==> src/lpft_pkg.sv <==
package lpft_pkg;

    localparam int DEF_MAX_FRAMES = 16;
    localparam int DEF_PAGE_BITS  = 20;

    localparam int CAP_W   = 5;
    localparam int FAULT_W = 32;

    localparam logic [CAP_W-1:0] CAP_RESET = 5'd16;

    typedef struct packed {
        logic capture;
        logic lookup;
        logic update;
    } cmd_t;

endpackage

==> src/lpft_if.sv <==
interface lpft_req_if #(
    parameter int PAGE_BITS = lpft_pkg::DEF_PAGE_BITS
);
    logic                 valid;
    logic                 ready;
    logic [PAGE_BITS-1:0] page;
    logic                 last;

    modport source (output valid, output page, output last, input ready);
    modport sink   (input valid, input page, input last, output ready);
endinterface

interface lpft_rsp_if #(
    parameter int PAGE_BITS = lpft_pkg::DEF_PAGE_BITS
);
    logic                          valid;
    logic                          ready;
    logic                          hit;
    logic                          evicted_valid;
    logic [PAGE_BITS-1:0]          evicted_page;
    logic [lpft_pkg::FAULT_W-1:0]  fault_count;

    modport source (output valid, output hit, output evicted_valid, output evicted_page,
                    output fault_count, input ready);
    modport sink   (input valid, input hit, input evicted_valid, input evicted_page,
                    input fault_count, output ready);
endinterface

interface lpft_cfg_if;
    logic                        valid;
    logic                        ready;
    logic [lpft_pkg::CAP_W-1:0]  capacity;

    modport source (output valid, output capacity, input ready);
    modport sink   (input valid, input capacity, output ready);
endinterface

==> src/lpft_ctrl.sv <==
module lpft_ctrl (
    input  logic           clk,
    input  logic           rst_n,
    input  logic           req_valid,
    output logic           req_ready,
    output logic           rsp_valid,
    input  logic           rsp_ready,
    output lpft_pkg::cmd_t cmd
);
    import lpft_pkg::*;

    typedef enum logic [1:0] {
        S_IDLE,
        S_LOOKUP,
        S_UPDATE
    } state_t;

    state_t state_reg, state_next;
    logic   req_ready_reg, req_ready_next;
    logic   rsp_valid_reg, rsp_valid_next;

    always_comb
    begin
        cmd.capture = (state_reg == S_IDLE) && req_valid && req_ready_reg;
        cmd.lookup  = (state_reg == S_LOOKUP);
        cmd.update  = (state_reg == S_UPDATE) && (!rsp_valid_reg || rsp_ready);
    end

    always_comb
    begin
        state_next     = state_reg;
        req_ready_next = req_ready_reg;
        rsp_valid_next = rsp_valid_reg && !rsp_ready;
        case (state_reg)
            S_IDLE:
            begin
                if (cmd.capture)
                begin
                    state_next     = S_LOOKUP;
                    req_ready_next = 1'b0;
                end
            end
            S_LOOKUP:
            begin
                state_next = S_UPDATE;
            end
            S_UPDATE:
            begin
                if (cmd.update)
                begin
                    state_next     = S_IDLE;
                    req_ready_next = 1'b1;
                    rsp_valid_next = 1'b1;
                end
            end
            default:
            begin
                state_next     = S_IDLE;
                req_ready_next = 1'b1;
            end
        endcase
    end

    always_ff @(posedge clk or negedge rst_n)
    begin
        if (!rst_n)
        begin
            state_reg     <= S_IDLE;
            req_ready_reg <= 1'b1;
            rsp_valid_reg <= 1'b0;
        end
        else
        begin
            state_reg     <= state_next;
            req_ready_reg <= req_ready_next;
            rsp_valid_reg <= rsp_valid_next;
        end
    end

    assign req_ready = req_ready_reg;
    assign rsp_valid = rsp_valid_reg;

endmodule

==> src/lpft_datapath.sv <==
module lpft_datapath #(
    parameter int MAX_FRAMES = lpft_pkg::DEF_MAX_FRAMES,
    parameter int PAGE_BITS  = lpft_pkg::DEF_PAGE_BITS
) (
    input  logic                          clk,
    input  logic                          rst_n,
    input  lpft_pkg::cmd_t                cmd,
    input  logic [PAGE_BITS-1:0]          req_page,
    input  logic                          req_last,
    input  logic                          cfg_we,
    input  logic [lpft_pkg::CAP_W-1:0]    cfg_capacity,
    output logic                          rsp_hit,
    output logic                          rsp_evicted_valid,
    output logic [PAGE_BITS-1:0]          rsp_evicted_page,
    output logic [lpft_pkg::FAULT_W-1:0]  rsp_fault_count
);
    import lpft_pkg::*;

    localparam int AGE_W = (MAX_FRAMES > 1) ? $clog2(MAX_FRAMES) : 1;
    localparam int CNT_W = $clog2(MAX_FRAMES + 1);

    logic [CAP_W-1:0]     capacity_reg;

    logic [PAGE_BITS-1:0] page_reg;
    logic                 last_reg;

    logic [PAGE_BITS-1:0] frame_page_reg  [MAX_FRAMES];
    logic [PAGE_BITS-1:0] frame_page_next [MAX_FRAMES];
    logic [AGE_W-1:0]     frame_age_reg   [MAX_FRAMES];
    logic [AGE_W-1:0]     frame_age_next  [MAX_FRAMES];
    logic [MAX_FRAMES-1:0] frame_valid_reg, frame_valid_next;
    logic [CNT_W-1:0]     occ_reg, occ_next;
    logic [FAULT_W-1:0]   faults_reg, faults_next, faults_upd;

    logic                  hit_reg;
    logic                  full_reg;
    logic [MAX_FRAMES-1:0] slot_oh_reg;

    logic [CNT_W-1:0]      cap_eff;
    logic                  full;
    logic [AGE_W-1:0]      last_age;
    logic [MAX_FRAMES-1:0] hit_oh, lru_oh, free_oh, slot_oh;
    logic                  found_hit, found_lru, found_free;

    logic [AGE_W-1:0]      sel_age;
    logic [PAGE_BITS-1:0]  sel_page;
    logic                  ev_valid;

    always_comb
    begin
        if (capacity_reg == '0)
            cap_eff = CNT_W'(1);
        else if (32'(capacity_reg) > 32'(MAX_FRAMES))
            cap_eff = CNT_W'(MAX_FRAMES);
        else
            cap_eff = CNT_W'(capacity_reg);
        full     = (occ_reg >= cap_eff);
        last_age = AGE_W'(occ_reg - CNT_W'(1));

        found_hit  = 1'b0;
        found_lru  = 1'b0;
        found_free = 1'b0;
        hit_oh     = '0;
        lru_oh     = '0;
        free_oh    = '0;
        for (int i = 0; i < MAX_FRAMES; i++)
        begin
            if (!found_hit && frame_valid_reg[i] && frame_page_reg[i] == page_reg)
            begin
                hit_oh[i] = 1'b1;
                found_hit = 1'b1;
            end
            if (!found_lru && frame_valid_reg[i] && frame_age_reg[i] == last_age)
            begin
                lru_oh[i] = 1'b1;
                found_lru = 1'b1;
            end
            if (!found_free && !frame_valid_reg[i])
            begin
                free_oh[i] = 1'b1;
                found_free = 1'b1;
            end
        end

        if (found_hit)
            slot_oh = hit_oh;
        else if (full)
            slot_oh = lru_oh;
        else
            slot_oh = free_oh;
    end

    always_comb
    begin
        sel_age  = '0;
        sel_page = '0;
        for (int i = 0; i < MAX_FRAMES; i++)
        begin
            if (slot_oh_reg[i])
            begin
                sel_age  = sel_age | frame_age_reg[i];
                sel_page = sel_page | frame_page_reg[i];
            end
        end
        ev_valid = !hit_reg && full_reg;

        if (hit_reg || faults_reg == '1)
            faults_upd = faults_reg;
        else
            faults_upd = faults_reg + FAULT_W'(1);

        frame_valid_next = frame_valid_reg;
        for (int i = 0; i < MAX_FRAMES; i++)
        begin
            frame_page_next[i] = frame_page_reg[i];
            frame_age_next[i]  = frame_age_reg[i];
            if (slot_oh_reg[i])
            begin
                frame_age_next[i] = '0;
                if (!hit_reg)
                begin
                    frame_valid_next[i] = 1'b1;
                    frame_page_next[i]  = page_reg;
                end
            end
            else if (frame_valid_reg[i] && (!hit_reg || frame_age_reg[i] < sel_age))
            begin
                frame_age_next[i] = AGE_W'(frame_age_reg[i] + 1'b1);
            end
        end

        occ_next    = (!hit_reg && !full_reg) ? CNT_W'(occ_reg + 1'b1) : occ_reg;
        faults_next = faults_upd;
        if (last_reg)
        begin
            frame_valid_next = '0;
            occ_next         = '0;
            faults_next      = '0;
        end
    end

    always_ff @(posedge clk or negedge rst_n)
    begin
        if (!rst_n)
        begin
            capacity_reg    <= CAP_RESET;
            frame_valid_reg <= '0;
            occ_reg         <= '0;
            faults_reg      <= '0;
        end
        else
        begin
            if (cfg_we)
                capacity_reg <= cfg_capacity;
            if (cmd.update)
            begin
                frame_valid_reg <= frame_valid_next;
                occ_reg         <= occ_next;
                faults_reg      <= faults_next;
            end
        end
    end

    always_ff @(posedge clk)
    begin
        if (cmd.capture)
        begin
            page_reg <= req_page;
            last_reg <= req_last;
        end
        if (cmd.lookup)
        begin
            hit_reg     <= found_hit;
            full_reg    <= full;
            slot_oh_reg <= slot_oh;
        end
        if (cmd.update)
        begin
            for (int i = 0; i < MAX_FRAMES; i++)
            begin
                frame_page_reg[i] <= frame_page_next[i];
                frame_age_reg[i]  <= frame_age_next[i];
            end
            rsp_hit           <= hit_reg;
            rsp_evicted_valid <= ev_valid;
            rsp_evicted_page  <= ev_valid ? sel_page : '0;
            rsp_fault_count   <= faults_upd;
        end
    end

endmodule

==> src/lru_page_fault_tracker_core.sv <==
// LRU page fault tracker: fully associative page table with LRU replacement.
// req channel: one beat per page reference (page, last). rsp channel: one beat
// per reference (hit, evicted_valid, evicted_page, fault_count). cfg channel:
// one beat writes the capacity register (frames in use); it is always ready.
// The user must write it only while no reference is in flight (unenforced).
// Timing: a reference is accepted in the idle state, the lookup cycle compares
// it against every frame in parallel and registers the chosen frame, and the
// update cycle rewrites the frame ages and loads the response register.
// The response register loads in the update cycle, after the lookup cycle; a
// new reference is taken only once the update for the last one is done.
// A pending response may sit in its register while the next reference is
// accepted and looked up; if the receiver still stalls, the update cycle
// holds until the response register frees, and req stays not ready.
// Reset: table empty, fault count zero, capacity 16, req ready, rsp idle.
// A beat with last set clears the table and fault count after its response.
module lru_page_fault_tracker_core #(
    parameter int MAX_FRAMES = lpft_pkg::DEF_MAX_FRAMES,
    parameter int PAGE_BITS  = lpft_pkg::DEF_PAGE_BITS
) (
    input logic      clk,
    input logic      rst_n,
    lpft_req_if.sink   req,
    lpft_rsp_if.source rsp,
    lpft_cfg_if.sink   cfg
);
    import lpft_pkg::*;

    cmd_t cmd;

    assign cfg.ready = 1'b1;

    lpft_ctrl u_ctrl (
        .clk       (clk),
        .rst_n     (rst_n),
        .req_valid (req.valid),
        .req_ready (req.ready),
        .rsp_valid (rsp.valid),
        .rsp_ready (rsp.ready),
        .cmd       (cmd)
    );

    lpft_datapath #(
        .MAX_FRAMES (MAX_FRAMES),
        .PAGE_BITS  (PAGE_BITS)
    ) u_datapath (
        .clk               (clk),
        .rst_n             (rst_n),
        .cmd               (cmd),
        .req_page          (req.page),
        .req_last          (req.last),
        .cfg_we            (cfg.valid),
        .cfg_capacity      (cfg.capacity),
        .rsp_hit           (rsp.hit),
        .rsp_evicted_valid (rsp.evicted_valid),
        .rsp_evicted_page  (rsp.evicted_page),
        .rsp_fault_count   (rsp.fault_count)
    );

endmodule
==> src/flat_wrapper.sv <==
// flat-port wrapper written by rule: the top's interface ports become plain ports
module lru_page_fault_tracker_core_flat import lpft_pkg::*;
#(
    parameter int MAX_FRAMES = lpft_pkg::DEF_MAX_FRAMES,
    parameter int PAGE_BITS  = lpft_pkg::DEF_PAGE_BITS
)
  (clk, rst_n, req_valid, req_page, req_last, req_ready, rsp_valid, rsp_hit, rsp_evicted_valid, rsp_evicted_page, rsp_fault_count, rsp_ready, cfg_valid, cfg_capacity, cfg_ready);
  lpft_req_if #(.PAGE_BITS(PAGE_BITS)) req_i ();
  lpft_rsp_if #(.PAGE_BITS(PAGE_BITS)) rsp_i ();
  lpft_cfg_if cfg_i ();
  input logic clk;
  input logic rst_n;
  input wire logic [$bits(req_i.valid)-1:0] req_valid;
  input wire logic [$bits(req_i.page)-1:0] req_page;
  input wire logic [$bits(req_i.last)-1:0] req_last;
  output wire logic [$bits(req_i.ready)-1:0] req_ready;
  output wire logic [$bits(rsp_i.valid)-1:0] rsp_valid;
  output wire logic [$bits(rsp_i.hit)-1:0] rsp_hit;
  output wire logic [$bits(rsp_i.evicted_valid)-1:0] rsp_evicted_valid;
  output wire logic [$bits(rsp_i.evicted_page)-1:0] rsp_evicted_page;
  output wire logic [$bits(rsp_i.fault_count)-1:0] rsp_fault_count;
  input wire logic [$bits(rsp_i.ready)-1:0] rsp_ready;
  input wire logic [$bits(cfg_i.valid)-1:0] cfg_valid;
  input wire logic [$bits(cfg_i.capacity)-1:0] cfg_capacity;
  output wire logic [$bits(cfg_i.ready)-1:0] cfg_ready;
  assign req_i.valid = req_valid;
  assign req_i.page = req_page;
  assign req_i.last = req_last;
  assign req_ready = req_i.ready;
  assign rsp_valid = rsp_i.valid;
  assign rsp_hit = rsp_i.hit;
  assign rsp_evicted_valid = rsp_i.evicted_valid;
  assign rsp_evicted_page = rsp_i.evicted_page;
  assign rsp_fault_count = rsp_i.fault_count;
  assign rsp_i.ready = rsp_ready;
  assign cfg_i.valid = cfg_valid;
  assign cfg_i.capacity = cfg_capacity;
  assign cfg_ready = cfg_i.ready;
  lru_page_fault_tracker_core #(.MAX_FRAMES(MAX_FRAMES), .PAGE_BITS(PAGE_BITS)) u_core (.clk(clk), .rst_n(rst_n), .req(req_i), .rsp(rsp_i), .cfg(cfg_i));
endmodule
==> config.mk <==
export PLATFORM = sky130hd
export DESIGN_NAME = lru_page_fault_tracker_core_flat
export DESIGN_NICKNAME = d
export VERILOG_FILES = /design/src/lpft_pkg.sv /design/src/lpft_if.sv /design/src/lpft_ctrl.sv /design/src/lpft_datapath.sv /design/src/lru_page_fault_tracker_core.sv /design/src/flat_wrapper.sv
export SDC_FILE = /design/constraint.sdc
export NUM_CORES = 1
export LEC_CHECK = 0
export BUFFER_PORTS_ARGS = -buffer_cell sky130_fd_sc_hd__buf_2
export CORE_ASPECT_RATIO = 1.5
export CORE_UTILIZATION = 55
export CTS_BUF_LIST = sky130_fd_sc_hd__clkbuf_4
export DETAILED_ROUTE_END_ITERATION = 10
export PLACE_DENSITY = 0.68
export SLEW_MARGIN = 10
export SYNTH_ARGS = -nofsm -noshare
export SYNTH_HDL_FRONTEND = slang
export SYNTH_HIERARCHICAL = 1
export SYNTH_SLANG_ARGS = --single-unit
==> constraint.sdc <==
create_clock -name clk -period 9.3 [get_ports clk]
set_clock_uncertainty 0.05 [all_clocks]
set_input_delay 0.465 -clock clk [delete_from_list [all_inputs] [get_ports clk]]
set_output_delay 0.465 -clock clk [all_outputs]
set_load 0.02 [all_outputs]
* Yosys cells after proc, flatten, opt, wreduce, memory -nomap -nowiden *
Memory sizes are Yosys's and may differ from the RTL's.
Cells that the tools add are included.

cells by class
  shifts and indexed selects = 0
  equality and inequality tests = 38
  div/mod/pow operators = 0
  $add $sub $neg = 19
  reduce and logical (&&, ||, !) cells = 218
  order comparisons = 18
  bitwise gates (word level) = 31
  multiplexer cells = 223
  multipliers = 0

operators by type and width
  operator                 number
  $mux W20                 48
  $eq A20 B20 Y1           16
  $or A20 B20 Y20          15
  $mux W4                  48
  $mux W1                  114
  $logic_and A1 B1 Y1      99
  $add A4 B1 Y4 const B    16
  $eq A4 B4 Y1             16
  $lt A4 B4 Y1             16
  $mux W32                 2
  $logic_not A1 Y1         63
  $or A4 B4 Y4             15
  $reduce_and A3 Y1        17
  $mux W16                 3
  $reduce_bool A2 Y1       17
  $add A32 B1 Y32 const B  1
  $eq A32 B32 Y1 const B   1
  $mux W5                  4
  $logic_or A1 B1 Y1       18
  $pmux W2 S3              1
  $add A5 B1 Y5 const B    1
  $ge A5 B5 Y1             1
  $gt A5 B5 Y1 const B     1
  $logic_not A5 Y1         1
  other kinds (10)         13

storage, ports and cells
  memories = 2
  RAM bits = 384
  flip-flop bits (word level) = 155
  logic and storage cells = 580
  input bits = 31
  bits in read-only memories = 0
  latch bits = 0

memories
  name                              depth  bits a word  rd ports  clocked after Yosys merged registers in  wr ports  line                 RTL
  u_core.u_datapath.frame_page_reg  16     20           16        0                                        16        lpft_datapath.sv:27  logic [PAGE_BITS-1:0] frame_page_reg [MAX_FRAMES];
  u_core.u_datapath.frame_age_reg   16     4            16        0                                        16        lpft_datapath.sv:29  logic [AGE_W-1:0] frame_age_reg [MAX_FRAMES];

* Depth between registers and ports, before layout *
Gate-level depths: netlist of the first run.

  depth after elaboration = 66
  depth in mapped cells = 14
  gate-level depth less buffers = 13

* Hierarchy *
Netlist of the first run, hierarchy kept.

by module, submodules not included
  module                       instances  area each (um^2)  cells an instance
  lpft_datapath                1          28198.3           2300
  lpft_ctrl                    1          190.2             17
  lru_page_fault_tracker_core  1          11.3              2

* Worst setup path before layout of the first run *
OpenSTA, ideal clock, no wires.

  kind = input -> register
  start = input port rsp_ready
  end = memory u_core/u_datapath/frame_page_reg[1][120] (netlist name), enable pin
  path buffers = 2
  slack = 4619 ps
  arrival time = 4252 ps
  cell stages on the path = 5
  cells stage by stage = nand2b_1 -> nor2b_1 -> clkbuf_1 -> clkbuf_1 -> and3_1

RTL lines
  element             line                 RTL
  start: declaration  flat_wrapper.sv:22   input wire logic [$bits(rsp_i.ready)-1:0] rsp_ready;
  end: declaration    lpft_datapath.sv:27

* Worst setup path after layout of the first run *
  start = register u_core.u_datapath.page_reg[1]
  end = register u_core.u_datapath.slot_oh_reg[15] (data pin)

between the ends
  longest elaborated chain between the ends = 64
  elaborated cells on any way between the ends = 80

RTL lines
  element                            line                  RTL
  start: declaration                 lpft_datapath.sv:24   logic [PAGE_BITS-1:0] page_reg;
  start signal: assignment           lpft_datapath.sv:168  page_reg <= req_page;
  $eq A20 B20 Y1                     lpft_datapath.sv:68   if (!found_hit && frame_valid_reg[i] && frame_page_reg[i] == page_reg)
  $logic_and A1 B1 Y1                lpft_datapath.sv:68
  $mux W1                            lpft_datapath.sv:68
  $logic_not A1 Y1                   lpft_datapath.sv:68
  $logic_and A1 B1 Y1 (2 in series)  lpft_datapath.sv:68
  $mux W1                            lpft_datapath.sv:68
  $logic_not A1 Y1                   lpft_datapath.sv:68
  $logic_and A1 B1 Y1 (2 in series)  lpft_datapath.sv:68
  [... 45 more ...]                  --
  $logic_not A1 Y1                   lpft_datapath.sv:68
  $logic_and A1 B1 Y1 (2 in series)  lpft_datapath.sv:68
  $mux W1                            lpft_datapath.sv:68
  $logic_not A1 Y1                   lpft_datapath.sv:68
  $logic_and A1 B1 Y1 (2 in series)  lpft_datapath.sv:68
  $mux W1                            lpft_datapath.sv:68
  $mux W16 (*)                       lpft_datapath.sv:85   if (found_hit)
  via u_core.u_datapath.slot_oh[15]  lpft_datapath.sv:42   logic [MAX_FRAMES-1:0] hit_oh, lru_oh, free_oh, slot_oh;
  end signal: assignment             lpft_datapath.sv:175  slot_oh_reg <= slot_oh;
  end: declaration                   lpft_datapath.sv:37   logic [MAX_FRAMES-1:0] slot_oh_reg;

The timed path passes the listed nets; every way through them passes the cells marked *.
A chain may end at the register's enable or synchronous reset.

==> results of run 1 <==
## report_power, final
group | switching (mW) | total (mW) | internal (mW) | leakage, nW
sequential | 0.00168 | 2.60 | 2.60 | 5.15
clock | 1.02 | 2.16 | 1.14 | 1.08
combinational | 0.0210 | 0.0436 | 0.0226 | 5.06
total | 1.05 | 4.81 | 3.76 | 11.3
## cells by family (layout without fill, tap and decap cells)
family	after synthesis	after routing
flip-flops	539	539
buffers and inverters	164	462
multiplexers	5	5
adder cells (fa/ha/maj)	72	72
XOR/XNOR	452	452
AO/OA/AOI/OAI	388	388
other	1	3
AND/OR/NAND/NOR	698	698
## synth_stat cells, types with 4 or more instances
library cell	n	area, um2
a21o_1	8	60.06
a21oi_1	24	120.1
a221oi_1	64	560.5
a22o_1	66	578.1
a22oi_1	64	480.5
a31oi_1	27	168.9
and2_1	5	31.28
and3_1	51	319.1
buf_1	18	67.56
buf_2	52	260.3
buf_6	4	45.04
clkbuf_1	58	217.7
dfrtp_1	60	1501
edfxtp_1	477	14320
ha_1	72	900.9
inv_1	28	105.1
mux2_2	5	56.30
nand2_1	73	274.0
nand2b_1	28	175.2
nand3_1	88	440.4
nand4_1	138	863.3
nand4b_1	9	78.83
nor2_1	150	563.0
nor2b_1	17	106.4
nor3_1	18	90.09
nor3b_1	27	202.7
nor4_1	51	319.1
nor4b_1	4	35.03
o21a_1	17	127.6
o21ai_0	71	355.3
o22ai_1	4	25.02
o31a_1	17	148.9
o31ai_1	18	135.1
or2_2	17	106.4
or4_1	6	45.04
xnor2_1	322	2820
xnor3_1	4	90.09
xnor3_2	8	190.2
xor2_1	116	1016
## layout make-up
type	count	area (um2)	share of cell area (%)
flip-flops and latches	539	15880	49.95
multi-input cells	1616	11840	37.24
clock buffers	194	1456	4.581
repair buffers	186	1269	3.991
well taps	669	837.1	2.633
clock inverters	53	397.9	1.252
inverters	29	108.9	0.3424
diodes	2	5.005	0.01574
## cell usage in the layout, fill, tap and decap left out, drive strengths merged, types with 6 or more instances in the layout
| cell | n |
|---|---|
| a31oi | 27 |
| nand4 | 139 |
| dlygate4sd3 | 35 |
| xnor2 | 323 |
| nor4 | 51 |
| buf | 151 |
| a21o | 8 |
| dfrtp | 60 |
| and3 | 52 |
| xnor3 | 13 |
| a22o | 66 |
| ha | 72 |
| nor2 | 150 |
| xor2 | 116 |
| bufinv | 6 |
| clkbuf | 194 |
| or2 | 17 |
| a22oi | 64 |
| a221oi | 64 |
| nand2b | 29 |
| nand2 | 73 |
| nor3b | 27 |
| o21ai | 71 |
| o31ai | 18 |
| nor2b | 18 |
| inv | 32 |
| edfxtp | 477 |
| clkinv | 42 |
| nor3 | 19 |
| a21oi | 24 |
| o31a | 17 |
| o21a | 17 |
| nand4b | 9 |
| nand3 | 88 |
| or4 | 6 |
## layer usage
metal	vias to the layer above	wire length [um]	track usage (%)
li1	9273	-	-
met1	10780	35830	45.80
met2	1507	53450	70.48
met3	439	10180	9.281
met4	0	12050	39.92
met5	-	0	0
## worst register-to-register path, stage by stage (launching register included)
cell	delay [ps]
edfxtp_1	360
buf_4	290
xnor2_1	1130
nand4_1	220
nor4_1	880
nand4_1	490
and2_1	310
nand4_1	150
and3b_1	190
## per-stage QoR
stage | power (mW) | setup slack, ps | util [%] | cell area [um2] | cells
after floorplan | 2.668 | 4619 | - | 28400 | 2319
after global placement | 2.684 | 5113 | 58.23 | 29580 | 3004
after detailed placement | 2.685 | 4997 | 58.23 | 29580 | 3004
after CTS | 4.836 | 4970 | 62.57 | 31780 | 3286
after global routing | 4.951 | 4613 | 62.57 | 31790 | 3287
final | 4.810 | 4946 | 62.58 | 31790 | 3288
## how the worst min path moves through the flow
stage / startpoint / endpoint / slack (ps) / depth (start not counted)
floorplan: rst_n / u_core/u_ctrl/rsp_valid / 120 / 0
global placement: u_core/u_datapath/page_reg[13] / u_core/u_datapath/frame_page_reg[0][153] / 390 / 0
detailed placement: u_core/u_datapath/page_reg[13] / u_core/u_datapath/frame_page_reg[0][153] / 400 / 0
CTS: req_page[10] / u_core/u_datapath/page_reg[10] / 150 / 2
global route: req_page[13] / u_core/u_datapath/page_reg[13] / 170 / 2
finish: rst_n / u_core/u_datapath/frame_valid_reg[5] / 220 / 3
==> metrics.md, run 1 <==
| Metric | Value |
|---|---|
| Slowest stage delay, CP | `1110 ps` |
| Post-layout minimum cycle time | `4354 ps` |
| Antenna violations before repair | `2` |
| TritonCTS Buffers | `137` |
| Relative slew margins | `1.054%` |
| CTS sink count | `539` |
| DP HPWL | `78480 um` |
| Final setup viols | `0` |
| Nets@finish | `2612` |
| Largest family of logic cells by synthesized area | `XOR/XNOR gates` |
| Post-synthesis xor/xnor area fraction | `14.64%` |
| IO buf count | `86` |
| Min-delay worst type | `primary input to asynchronous set/reset pin` |
| Die height | `280.3 um` |
| CTS Hold Bufs | `35` |
| Via count | `22000` |
| Final wirelength | `111500 um` |
| Chip width | `187.5 um` |
| Leakage Power | `11.30 nW` |
| Full die area | `52570 um2` |
| Data required, critical path | `9860 ps` |
| R2R cell count | `8` |
| Worst Path Buf+Inv | `1` |
| Post-synthesis adder-cell area fraction | `3.172%` |
| R2r startpoint | `u_core/u_datapath/page_reg[1]` |
| Max FO, Critical Path | `32` |
| Flop-to-flop setup slack | `4950 ps` |
| Crit path from | `u_core/u_datapath/page_reg[1]` |
| Clk Latency, worst-skew pair | `910 ps` |
| Root cell of the clock tree | `clkbuf_4` |
| Reg-to-reg endpoint | `u_core/u_datapath/slot_oh_reg[15]` |
| Power Dens Cells | `151.3 nW/um2` |
| Asr flop ratio synth | `11.50%` |
| Syn Nets | `2422` |
| Most frequent cell on the critical path | `nand4_1` |
| Synth cell types | `65` |
| Seq/Total Area, Yosys | `55.91%` |
| Max_cap viols | `0` |
| Simple-gate share of the synthesized area | `13.40%` |
| Row count | `101` |
| First-pass GRT wire length | `156800 um` |
| Post-synth EDFFs | `477` |
| CTS tree | `done` |
| Io pins | `88` |
| Pin slew with the least headroom to its limit | `1474 ps` |
| Crit. End Element | `flop` |
| Routability cong. | `1.069` |
| Setup CP Type | `flop to flop` |
| Clk buf depth | `3` |
| Initial Utilization | `55.90%` |
| Seq cells post-synth | `539` |
| Final-layout fill cell count | `4107` |
| Crit path max-delay family | `simple AND/OR/NAND/NOR gates` |
| Routed len/inst | `33.91 um` |
| CP max stage cell | `xnor2_1` |
| Syn avg cell area | `12.25 um2` |
| Core area | `50800 um2` |
| Maximum vdd drop | `0.1277 mV` |
| Tcrit/Tclk final | `46.81%` |
| First-pass DRT Iterations | `5` |
| Share of cells above drive strength 1 | `16.13%` |
| GRT Residual Overflow | `0` |
| Routed vias/inst | `6.691` |
| CP Capture Point | `u_core/u_datapath/slot_oh_reg[15]` |
| Largest net degree at the start of global routing | `63` |
| GRT Total Usage | `42.80%` |
| CP Cell Sequence | `buf_4 -> xnor2_1 -> nand4_1 -> nor4_1 -> nand4_1 -> and2_1 -> nand4_1 -> and3b_1` |
| Fin. max-slew vios | `0` |
| Compound-cell area share of the yosys netlist | `10.10%` |
| CTS clk-pin slew, worst paths | `70 ps` |
| Max reg flops | `320` |
| Hold slack | `215.1 ps` |
| Number of stages on the worst setup path | `8` |
| Worst Setup Start Kind | `flop` |
| Vias in the first global route | `22100` |
| Final hold viol count | `0` |
| Gates resized, CTS repair | `0` |
| Run status | `complete, no violations` |
| DRC violations left | `0` |
| Mapped cell area | `28400 um2` |
| Mapped Cells | `2319` |
| Yosys warning count | `6` |
| Post-DRT Antenna Nets | `0` |
| Setup Fix Bufs, Post-CTS | `0` |
| Area delta synth->final | `11.93%` |
| Post-synthesis mux area share | `0.1983%` |
| FMAX | `229.7 MHz` |
| WP data arrival | `4920 ps` |
| Synth Flop Type | `edfxtp_1` |
| Setup TNS | `0 ps` |
| H-tree Lvls | `4` |
| RSZ-0062 raised after global routing | `false` |
| DR iter-0 viols | `2519` |
No activity file was read; power rests on OpenSTA's default activity.
==> run 2: changes to the inputs <==
--- a/config.mk
+++ b/config.mk
@@ -10,7 +10,7 @@
 export CORE_UTILIZATION = 55
 export CTS_BUF_LIST = sky130_fd_sc_hd__clkbuf_4
 export DETAILED_ROUTE_END_ITERATION = 10
-export PLACE_DENSITY = 0.68
+export PLACE_DENSITY = 0.71
 export SLEW_MARGIN = 10
 export SYNTH_ARGS = -nofsm -noshare
 export SYNTH_HDL_FRONTEND = slang
==> constraint.sdc (replaced) <==
create_clock -name clk -period 3.5 [get_ports clk]
set_clock_uncertainty 0.05 [all_clocks]
set_input_delay 0.175 -clock clk [delete_from_list [all_inputs] [get_ports clk]]
set_output_delay 0.175 -clock clk [all_outputs]
set_load 0.02 [all_outputs]
==> metrics.md, run 2 (same netlist as run 1, synthesis figures left out) <==
| Metric | Value |
|---|---|
| Vias in the first global route | `22600` |
| Tcrit/Tclk final | `102.2%` |
| Chip width | `187.5 um` |
| Initial Utilization | `55.90%` |
| RSZ-0062 raised after global routing | `false` |
| CTS tree | `done` |
| Data required, critical path | `4030 ps` |
| R2R cell count | `9` |
| DRC violations left | `0` |
| DP HPWL | `77180 um` |
| Placed insts | `3065` |
| Final wirelength | `110300 um` |
| Clk buf depth | `3` |
| Max_cap viols | `1` |
| Worst Setup Start Kind | `flop` |
| Clk Latency, worst-skew pair | `920 ps` |
| Leakage Power | `11.77 nW` |
| Share of cells above drive strength 1 | `17.94%` |
| Final-layout fill cell count | `4062` |
| Fin. max-slew vios | `3` |
| CTS clk-pin slew, worst paths | `60 ps` |
| Failing checks | `max-capacitance violations, max-slew violations, negative setup slack` |
| Final setup viols | `4` |
| FMAX | `279.5 MHz` |
| Root cell of the clock tree | `clkbuf_4` |
| H-tree Lvls | `4` |
| Core area | `50800 um2` |
| Reg-to-reg endpoint | `u_core/u_datapath/slot_oh_reg[4]` |
| Setup Fix Bufs, Post-CTS | `0` |
| Fin util | `64.23%` |
| Power Dens Cells | `384.5 nW/um2` |
| First-pass GRT wire length | `157200 um` |
| Hold path start | `req_valid` |
| Largest net degree at the start of global routing | `64` |
| Setup TNS | `-119.0 ps` |
| TritonCTS Buffers | `135` |
| Row count | `101` |
| Routed len/inst | `32.78 um` |
| Area delta synth->final | `14.90%` |
| Post-layout minimum cycle time | `3578 ps` |
| Full die area | `52570 um2` |
| Io pins | `88` |
| Most frequent cells in the layout | `edfxtp_1 (477), xnor2_1 (315), clkbuf_4 (199)` |
| Hold path depth | `4` |
| Setup CP Type | `flop to flop` |
| DR iter-0 viols | `3061` |
| IO buf count | `86` |
| Routed vias/inst | `6.818` |
| Final setup margin | `-78.11 ps` |
| Hold EP | `u_core/u_ctrl/state_reg[0]` |
| Max reg flops | `320` |
| R2r startpoint | `u_core/u_datapath/page_reg[19]` |
| First-pass DRT Iterations | `8` |
| Min-delay worst type | `primary input to flop` |
| Max FO, Critical Path | `18` |
| Run status | `complete, but fails checks` |
| Antenna violations before repair | `6` |
| Routability cong. | `1.187` |
| Relative slew margins | `-3.392%` |
| Post-DRT Antenna Nets | `0` |
| Post-DP Area | `30200 um2` |
| Flop-to-flop setup slack | `-80 ps` |
| Design area | `32630 um2` |
| Non-filler instance count after layout | `3366` |
| Crit. End Element | `flop` |
| GRT Total Usage | `42.61%` |
| GRT Residual Overflow | `0` |
| Commonest non-fill, non-tap cell in the layout | `edfxtp_1` |
| Via count | `22950` |
| Final hold viol count | `0` |
| Nets@finish | `2699` |
| Pin slew with the least headroom to its limit | `1540 ps` |
| WP data arrival | `4110 ps` |
| Die height | `280.3 um` |
| Maximum vdd drop | `0.2829 mV` |
| CTS sink count | `539` |
run 2: layout make-up:
class	count	area, um2	area share, %
flip-flops and latches	539	15880	48.66
well taps	669	837.1	2.565
inverters	29	108.9	0.3336
repair buffers	275	2192	6.718
diodes	4	10.01	0.03068
clock buffers	199	1494	4.578
multi-input cells	1616	11880	36.40
clock inverters	35	232.7	0.7132
run 2: stage by stage:
step                worst slack, ps  power, mW  hold WS (ps)
floorplan                     52.71      7.089        -170.6
global placement              275.4      7.141         302.1
detailed placement            226.7      7.142         303.4
CTS                           192.7      12.61         18.00
global route                  10.30      12.92         23.43
finish                       -78.11      12.55         50.87
run 2: per-layer routing:
layer  track usage (%)  wire, um
met1             45.55     35150
met2             66.56     50140
met3             12.51     11680
met4             42.38     13370
met5                 0         0
run 2: what timing repair did:
action / in CTS / in global routing
hold endpoints to repair: 77 / 0
endpoints found under the setup margin: 0 / 15
gates resized for setup: 0 / 6
hold buffers: 63 / 0
run 2: worst max-delay path by stage:
stage                                                 start                                 to  cells after the start
after floorplan                u_core/u_datapath/occ_reg[0]  u_core/u_datapath/slot_oh_reg[15]                     13
after CTS                    u_core/u_datapath/page_reg[16]   u_core/u_datapath/slot_oh_reg[4]                     10
after global routing      u_core/u_datapath/capacity_reg[3]  u_core/u_datapath/slot_oh_reg[12]                     12
after global placement       u_core/u_datapath/page_reg[16]  u_core/u_datapath/slot_oh_reg[12]                     10
final                        u_core/u_datapath/page_reg[19]   u_core/u_datapath/slot_oh_reg[4]                      9
after detailed placement     u_core/u_datapath/page_reg[16]   u_core/u_datapath/slot_oh_reg[7]                     10
run 2: worst max-delay path, stage by stage (launching register included):
cell and delay (ps):
edfxtp_1 430, buf_4 260, xnor2_1 1220, nand4_1 180
nor4_1 470, nand4_1 140, nand4_1 160, nor4_4 130
nand2_1 80, o21ai_0 130
run 2: report_power, final:
part / switching (mW) / internal [mW] / total, mW
Sequential: 0.00449 / 6.91 / 6.91
Clock: 2.65 / 2.83 / 5.48
Combinational: 0.0656 / 0.0864 / 0.152
Total: 2.72 / 9.82 / 12.5
